### src/rtl/vad_pkg.sv
// Shared types, constants and table functions of the vector angle block.
package vad_pkg;

    // Field and datapath widths.
    localparam int COORD_BITS      = 16;
    localparam int ANGLE_FRAC_BITS = 8;
    localparam int ANG_W           = 9 + ANGLE_FRAC_BITS;
    localparam int DIFF_W          = COORD_BITS + 1;
    localparam int MSB_W           = $clog2(DIFF_W);
    localparam int NORM_MSB        = 59;
    localparam int SHIFT_W         = $clog2(NORM_MSB + 1);
    localparam int XY_W            = NORM_MSB + 4;

    // Rotation unit: step count and angle accumulator format (radians).
    localparam int CORDIC_STEPS = 40;
    localparam int Z_FRAC       = 40;
    localparam int Z_W          = Z_FRAC + 3;

    // The arctangent table is summed at a finer scale and then rounded.
    localparam int TAB_FRAC  = 62;
    localparam int TAB_TERMS = 31;

    // Rational approximation of pi and the radian to degree ratio.
    localparam logic [63:0] PI_NUM  = 64'd1146408;
    localparam logic [63:0] PI_DEN  = 64'd364913;
    localparam logic [63:0] DEG_NUM = 64'd5473695;
    localparam logic [63:0] DEG_DEN = 64'd95534;

    localparam logic [63:0] ATAN_0 =
        ((PI_NUM << Z_FRAC) + 64'd2 * PI_DEN) / (64'd4 * PI_DEN);

    // Quadrant base angles and the full turn, in output units.
    localparam logic [ANG_W-1:0] ANGLE_90  = ANG_W'(90 * (2 ** ANGLE_FRAC_BITS));
    localparam logic [ANG_W-1:0] ANGLE_180 = ANG_W'(180 * (2 ** ANGLE_FRAC_BITS));
    localparam logic [ANG_W-1:0] ANGLE_270 = ANG_W'(270 * (2 ** ANGLE_FRAC_BITS));
    localparam logic [ANG_W-1:0] ANGLE_360 = ANG_W'(360 * (2 ** ANGLE_FRAC_BITS));

    typedef enum logic [1:0] {
        QUAD_0,
        QUAD_90,
        QUAD_180,
        QUAD_270
    } t_quad;

    // Information that rides alongside the rotation datapath.
    typedef struct packed {
        t_quad quad;
        logic  exact;
        logic  zero;
    } t_side;

    typedef struct packed {
        logic signed [COORD_BITS-1:0] from_x;
        logic signed [COORD_BITS-1:0] from_y;
        logic signed [COORD_BITS-1:0] to_x;
        logic signed [COORD_BITS-1:0] to_y;
    } t_in;

    typedef struct packed {
        logic [ANG_W-1:0] angle_deg;
        logic             zero_vector;
    } t_out;

    // One term of the arctangent series: the power of two over the k-th odd number.
    function automatic logic [63:0] odd_div(logic [63:0] p, int k);
        case (k)
            0:       return p;
            1:       return p / 64'd3;
            2:       return p / 64'd5;
            3:       return p / 64'd7;
            4:       return p / 64'd9;
            5:       return p / 64'd11;
            6:       return p / 64'd13;
            7:       return p / 64'd15;
            8:       return p / 64'd17;
            9:       return p / 64'd19;
            10:      return p / 64'd21;
            11:      return p / 64'd23;
            12:      return p / 64'd25;
            13:      return p / 64'd27;
            14:      return p / 64'd29;
            15:      return p / 64'd31;
            16:      return p / 64'd33;
            17:      return p / 64'd35;
            18:      return p / 64'd37;
            19:      return p / 64'd39;
            20:      return p / 64'd41;
            21:      return p / 64'd43;
            22:      return p / 64'd45;
            23:      return p / 64'd47;
            24:      return p / 64'd49;
            25:      return p / 64'd51;
            26:      return p / 64'd53;
            27:      return p / 64'd55;
            28:      return p / 64'd57;
            29:      return p / 64'd59;
            30:      return p / 64'd61;
            default: return '0;
        endcase
    endfunction

    // Arctangent of 2^-i in radians with Z_FRAC fractional bits.
    function automatic logic [Z_W-1:0] atan_entry(int i);
        logic [63:0] s;
        logic [63:0] t;
        int          e;
        s = '0;
        if (i == 0) begin
            return ATAN_0[Z_W-1:0];
        end
        for (int k = 0; k < TAB_TERMS; k++) begin
            e = TAB_FRAC - i * (2 * k + 1);
            if (e >= 0) begin
                t = odd_div(64'd1 << e, k);
                if ((k & 1) != 0) begin
                    s = s - t;
                end else begin
                    s = s + t;
                end
            end
        end
        return Z_W'((s + (64'd1 << (TAB_FRAC - Z_FRAC - 1))) >> (TAB_FRAC - Z_FRAC));
    endfunction

    // Base angle of a quadrant.
    function automatic logic [ANG_W-1:0] base_angle(t_quad q);
        unique case (q)
            QUAD_0:   return '0;
            QUAD_90:  return ANGLE_90;
            QUAD_180: return ANGLE_180;
            QUAD_270: return ANGLE_270;
            default:  return '0;
        endcase
    endfunction

endpackage

### src/rtl/vad_scale.sv
// Radian to degree conversion, rounding, capping and quadrant offset.
module vad_scale (
    input  logic                            i_clk,
    input  logic                            i_rst_n,
    input  logic                            i_en,
    input  logic                            i_valid,
    input  vad_pkg::t_side                  i_side,
    input  logic signed [vad_pkg::Z_W-1:0]  i_z,
    output logic                            o_valid,
    output vad_pkg::t_out                   o_data
);

    localparam int Z_W     = vad_pkg::Z_W;
    localparam int ANG_W   = vad_pkg::ANG_W;
    localparam int ZM_W    = Z_W - 1;
    localparam int ZL      = ZM_W / 2;
    localparam int ZH      = ZM_W - ZL;
    localparam int DN_W    = $clog2(vad_pkg::DEG_NUM + 64'd1);
    localparam int DEN_LOG = $clog2(vad_pkg::DEG_DEN) - 1;
    localparam int DD_W    = DEN_LOG + 1;
    localparam int A_W     = 64;
    localparam int DROP    = vad_pkg::Z_FRAC - vad_pkg::ANGLE_FRAC_BITS;
    localparam int H_W     = A_W - DROP;
    localparam int Q_W     = H_W - DEN_LOG;
    localparam int RECIP_SH = H_W + DEN_LOG;
    localparam int STAGES  = 6;

    localparam logic [DN_W-1:0] DEG_NUM_C = vad_pkg::DEG_NUM[DN_W-1:0];
    localparam logic [DD_W-1:0] DEG_DEN_C = vad_pkg::DEG_DEN[DD_W-1:0];
    localparam logic [A_W-1:0]  ROUND_ADD = vad_pkg::DEG_DEN << (DROP - 1);
    localparam logic [H_W-1:0]  RECIP     = H_W'((64'd1 << RECIP_SH) / vad_pkg::DEG_DEN);

    logic           r_valid [STAGES];
    vad_pkg::t_side r_side  [STAGES-1];

    logic [ZM_W-1:0]       w_zc;
    logic [ZL+DN_W-1:0]    n_a_lo, r_a_lo;
    logic [ZH+DN_W-1:0]    n_a_hi, r_a_hi;
    logic [A_W-1:0]        w_acc;
    logic [H_W-1:0]        r_b_h;
    logic [2*H_W-1:0]      w_prod;
    logic [H_W-1:0]        r_c_h;
    logic [Q_W-1:0]        r_c_q0;
    logic [H_W:0]          n_d_qd, r_d_qd;
    logic [H_W-1:0]        r_d_h;
    logic [Q_W-1:0]        r_d_q0;
    logic [H_W:0]          w_rem;
    logic [Q_W-1:0]        n_e_q, r_e_q;
    logic [ANG_W-1:0]      w_theta;
    logic [ANG_W-1:0]      w_base;
    logic [ANG_W-1:0]      w_sum;
    vad_pkg::t_out         n_f_data, r_f_data;

    // Valid bits and side information advance together with the data.
    always_ff @(posedge i_clk) begin
        if (!i_rst_n) begin
            for (int k = 0; k < STAGES; k++) begin
                r_valid[k] <= 1'b0;
            end
        end else if (i_en) begin
            r_valid[0] <= i_valid;
            for (int k = 1; k < STAGES; k++) begin
                r_valid[k] <= r_valid[k-1];
            end
        end
    end

    always_ff @(posedge i_clk) begin
        if (i_en) begin
            r_side[0] <= i_side;
            for (int k = 1; k < STAGES - 1; k++) begin
                r_side[k] <= r_side[k-1];
            end
        end
    end

    // Negative angles clamp to zero; the product is split into two halves.
    assign w_zc   = i_z[Z_W-1] ? '0 : i_z[ZM_W-1:0];
    assign n_a_lo = (ZL+DN_W)'(w_zc[ZL-1:0]) * (ZL+DN_W)'(DEG_NUM_C);
    assign n_a_hi = (ZH+DN_W)'(w_zc[ZM_W-1:ZL]) * (ZH+DN_W)'(DEG_NUM_C);

    // Rejoin the halves and fold the rounding into the division by the ratio.
    assign w_acc = (A_W'(r_a_hi) << ZL) + A_W'(r_a_lo) + ROUND_ADD;

    // Quotient estimate by reciprocal; it is exact or one short.
    assign w_prod = (2*H_W)'(r_b_h) * (2*H_W)'(RECIP);

    // Back-multiply the estimate to find the remainder.
    assign n_d_qd = (H_W+1)'(r_c_q0) * (H_W+1)'(DEG_DEN_C);

    // One correction step.
    assign w_rem = (H_W+1)'(r_d_h) - r_d_qd;
    assign n_e_q = (w_rem >= (H_W+1)'(DEG_DEN_C)) ? r_d_q0 + Q_W'(1) : r_d_q0;

    // Cap at a quarter turn, add the quadrant base and wrap a full turn to zero.
    always_comb begin
        w_theta = (ANG_W'(r_e_q) > vad_pkg::ANGLE_90) ? vad_pkg::ANGLE_90 : ANG_W'(r_e_q);
        w_base  = vad_pkg::base_angle(r_side[STAGES-2].quad);
        w_sum   = r_side[STAGES-2].exact ? w_base : w_base + w_theta;
        if (w_sum >= vad_pkg::ANGLE_360) begin
            n_f_data.angle_deg = w_sum - vad_pkg::ANGLE_360;
        end else begin
            n_f_data.angle_deg = w_sum;
        end
        n_f_data.zero_vector = r_side[STAGES-2].zero;
    end

    always_ff @(posedge i_clk) begin
        if (i_en) begin
            r_a_lo   <= n_a_lo;
            r_a_hi   <= n_a_hi;
            r_b_h    <= w_acc[A_W-1:DROP];
            r_c_h    <= r_b_h;
            r_c_q0   <= w_prod[2*H_W-1:RECIP_SH];
            r_d_qd   <= n_d_qd;
            r_d_h    <= r_c_h;
            r_d_q0   <= r_c_q0;
            r_e_q    <= n_e_q;
            r_f_data <= n_f_data;
        end
    end

    assign o_valid = r_valid[STAGES-1];
    assign o_data  = r_f_data;

endmodule

### config.mk
export PLATFORM = sky130hd
export DESIGN_NAME = vad_scale
export DESIGN_NICKNAME = d
export VERILOG_FILES = /design/src/rtl/vad_pkg.sv /design/src/rtl/vad_scale.sv
export SDC_FILE = /design/constraint.sdc
export NUM_CORES = 2
export LEC_CHECK = 0
export BUFFER_PORTS_ARGS = -buffer_cell sky130_fd_sc_hd__buf_4
export CORE_MARGIN = 2
export CORE_UTILIZATION = 35
export DETAILED_ROUTE_END_ITERATION = 10
export GPL_TIMING_DRIVEN = 0
export MAX_ROUTING_LAYER = met4
export SYNTH_ARGS = -nofsm -noshare
export SYNTH_HDL_FRONTEND = slang
export SYNTH_SLANG_ARGS = --single-unit
### constraint.sdc
create_clock -name i_clk -period 9.7 [get_ports i_clk]
set_input_delay 1.94 -clock i_clk [delete_from_list [all_inputs] [get_ports i_clk]]
set_output_delay 1.94 -clock i_clk [all_outputs]
set_load 0.005 [all_outputs]
==> metrics.txt <==
Slew HR 14.3%; Num CTS Buffers 35; row count 141; endpoints failing hold 0; Post-Synth XOR/XNOR Area 2.95%; worst slack at placement -1010 ps; EDFF count, synth 278; Tmin final 9490 ps; worst-path fanout max 10; total gr overflow 0; slew at the pin closest to its max-slew limit 1280 ps; Synth area leaders fa_1 (34%), ha_1 (25%), edfxtp_1 (16%); largest family of logic cells by synthesized area adder cells; fill cell count between 10000 and 15000; Routed Antenna Nets 0; Post-synth ARST share 0%; GP Congestion 1.01; footprint of the multi-input gates 38400 um^2; Initial Utilization 35.3%; Critical Path RT roughly 10000 ps; Buf+Inv Stages, Crit Path 6; register bit total from synthesis 283; CP most frequent cell fa_1; Area after DPL 55200 um^2; root buffer cell clkbuf_16; Clk Latency, worst-skew pair approximately 600 ps; cell taking the most area after synthesis fa_1; DIE AREA 152000 um^2; Pins Over Slew Limit 0; input/output buffers 69; Die Ht approximately 390 um; Syn Inst Count just under 5000; max-capacitance violation count 0; element type at the critical path start input port; Routed WL around 130000 um; critical setup path kind in -> reg; Yosys top cell area share about a third; Final Instance Area 56600 um^2; first-pass GRT wire length 201000 um; register area share after synthesis 16.2%; Total Routing Usage GR approximately 18%; CP top delay family adder cells; vias 33200; Mapped Area 52200 um^2; antenna violations before repair 3; adder-cell share of the synthesized area 58.3%; Setup-failing EPs final 0; routed wire length per instance between 15 and 20 um; ys flop type edfxtp_1; fin util 38.3%; Max H-tree Level 2; Die W approximately 390 um; worst path arrival time 9780 ps; core area 148000 um^2; clk_skew ~62 ps; drt via density approximately 4.8; minimum hold slack 416 ps; Reg area approximately 8400 um^2; post-DP HPWL about 110000 um; hold crit path type reg -> reg; CTS max path bufs 3; Synth Area in Compound Gates 6.60%; I/O pin cnt 70; mux contribution to synthesized area less than 1%; fin worst setup slack 215 ps; distinct cell type count after synthesis 85; CTS tree built; largest net degree at the start of global routing 124; CP max stage cell nor2b_1; Simple-Gate Fraction of Synth Area between 5 and 6%; Nets 6968; status finished, final reports clean; FMAX about 110 MHz; Iteration-0 DRC Markers 1695; endpoint type of the worst setup path flip-flop; Reg clk slew, reported paths 60 ps; yosys warns 0; DRC 0; synthesized area per cell 10.7 um^2; unrepaired setup endpoints after global routing yes; Syn Nets around 6900; number of global-route vias before repair 35700; period utilisation layout 97.8%; CP max stage delay 830 ps; Area Overhead vs Synth 8.38%; drt first pass iters 5; clk sinks 283; share of layout cells above drive strength 1 3.93%
## stage by stage
| stage | cells | setup TNS, ps |
|---|---|---|
| after global placement | 6891 | -11860 |
| after global routing | 6967 | -2.35 |
| after detailed placement | 6893 | -12910 |
| after CTS | 6958 | 0 |
| final | 6967 | 0 |
| after floorplan | 4892 | 0 |
## repair_timing
action                     4_1_cts  5_1_grt
setup endpoints to repair       16       12
hold buffers                     0        0
gates resized for setup         11        9
setup buffers                    2        6
## path summary, 6_finish.rpt
check	from	endpoint	slack (ps)	cells after the start
worst min register to register	r_side[0][5]$_DFFE_PP_	r_side[0][9]$_DFFE_PP_	420	0
worst min-delay path	r_side[0][5]$_DFFE_PP_	r_side[0][9]$_DFFE_PP_	420	0
worst max register to register	r_b_h[3]$_DFFE_PP_	r_c_q0[14]$_DFFE_PP_	310	26
worst max-delay path	i_z[42]	r_a_hi[38]$_DFFE_PP_	210	26
## cell usage after synthesis, types with 6 or more instances
cell,count
inv_1,1428
ha_1,1033
fa_1,876
edfxtp_1,278
a21oi_1,153
xnor2_1,120
nand2_1,116
nor2_1,113
o21ai_0,90
a21o_1,89
xor2_1,56
nand2b_1,50
nor2b_1,42
nor3_1,42
nand3_1,38
nand4_1,31
and3_1,25
o21a_1,24
o21bai_1,20
and2_1,19
clkbuf_1,15
a211oi_1,14
or3_1,14
a31oi_1,13
or2_2,13
o211ai_1,11
mux2i_1,10
nor4_1,10
a311oi_1,9
buf_2,9
o2111ai_1,8
a221oi_1,7
a2111oi_0,6
a211o_1,6
and4_1,6
o31ai_1,6
## layout by cell type, fill, tap and decap left out, drive strengths merged, types with 55 or more instances in the layout
master  netlist  layout
nor2        113     113
ha         1033    1033
clkbuf       15      55
xor2         56      56
nand2       116     116
o21ai        95      95
inv        1428    1437
a21o         89      89
fa          876     876
buf          12      91
xnor2       120     120
a21oi       154     154
edfxtp      278     278
## registers in the layout, summed over array words and instances (netlist names)
register,count
r_b_h,32
r_e_q,16
r_d_q0,16
r_c_q0,16
r_a_hi,43
r_d_h,31
r_d_qd,31
r_a_lo,23
r_valid,6
r_c_h,31
r_side,20
o_data,18
## per-layer routing
metal	routed length, um	track usage, %
met3	6850	2.95
met4	3360	4.49
met1	55800	22.8
met2	60600	29.0
met5	0	-
## logic make-up after synthesis
kind of cell / Yosys count
AO/OA/AOI/OAI: 519
XOR/XNOR: 176
adder cells (fa/ha/maj): 1909
buffers and inverters: 1455
flip-flops: 283
multiplexers: 11
other: 1
AND/OR/NAND/NOR: 538
## final cells by class
type                    count  area share [%]
well taps                1930            4.26
inverters                1428            9.47
clock buffers              40            1.60
multi-input cells        3154            67.8
plain buffers              27           0.221
flip-flops and latches    283            14.9
diodes                      3          0.0133
clock inverters            23           0.550
repair buffers             79            1.20
Power is left out: the tool's default activity adds up to more than one toggle a clock period on the data nets, which glitch-free logic cannot reach.
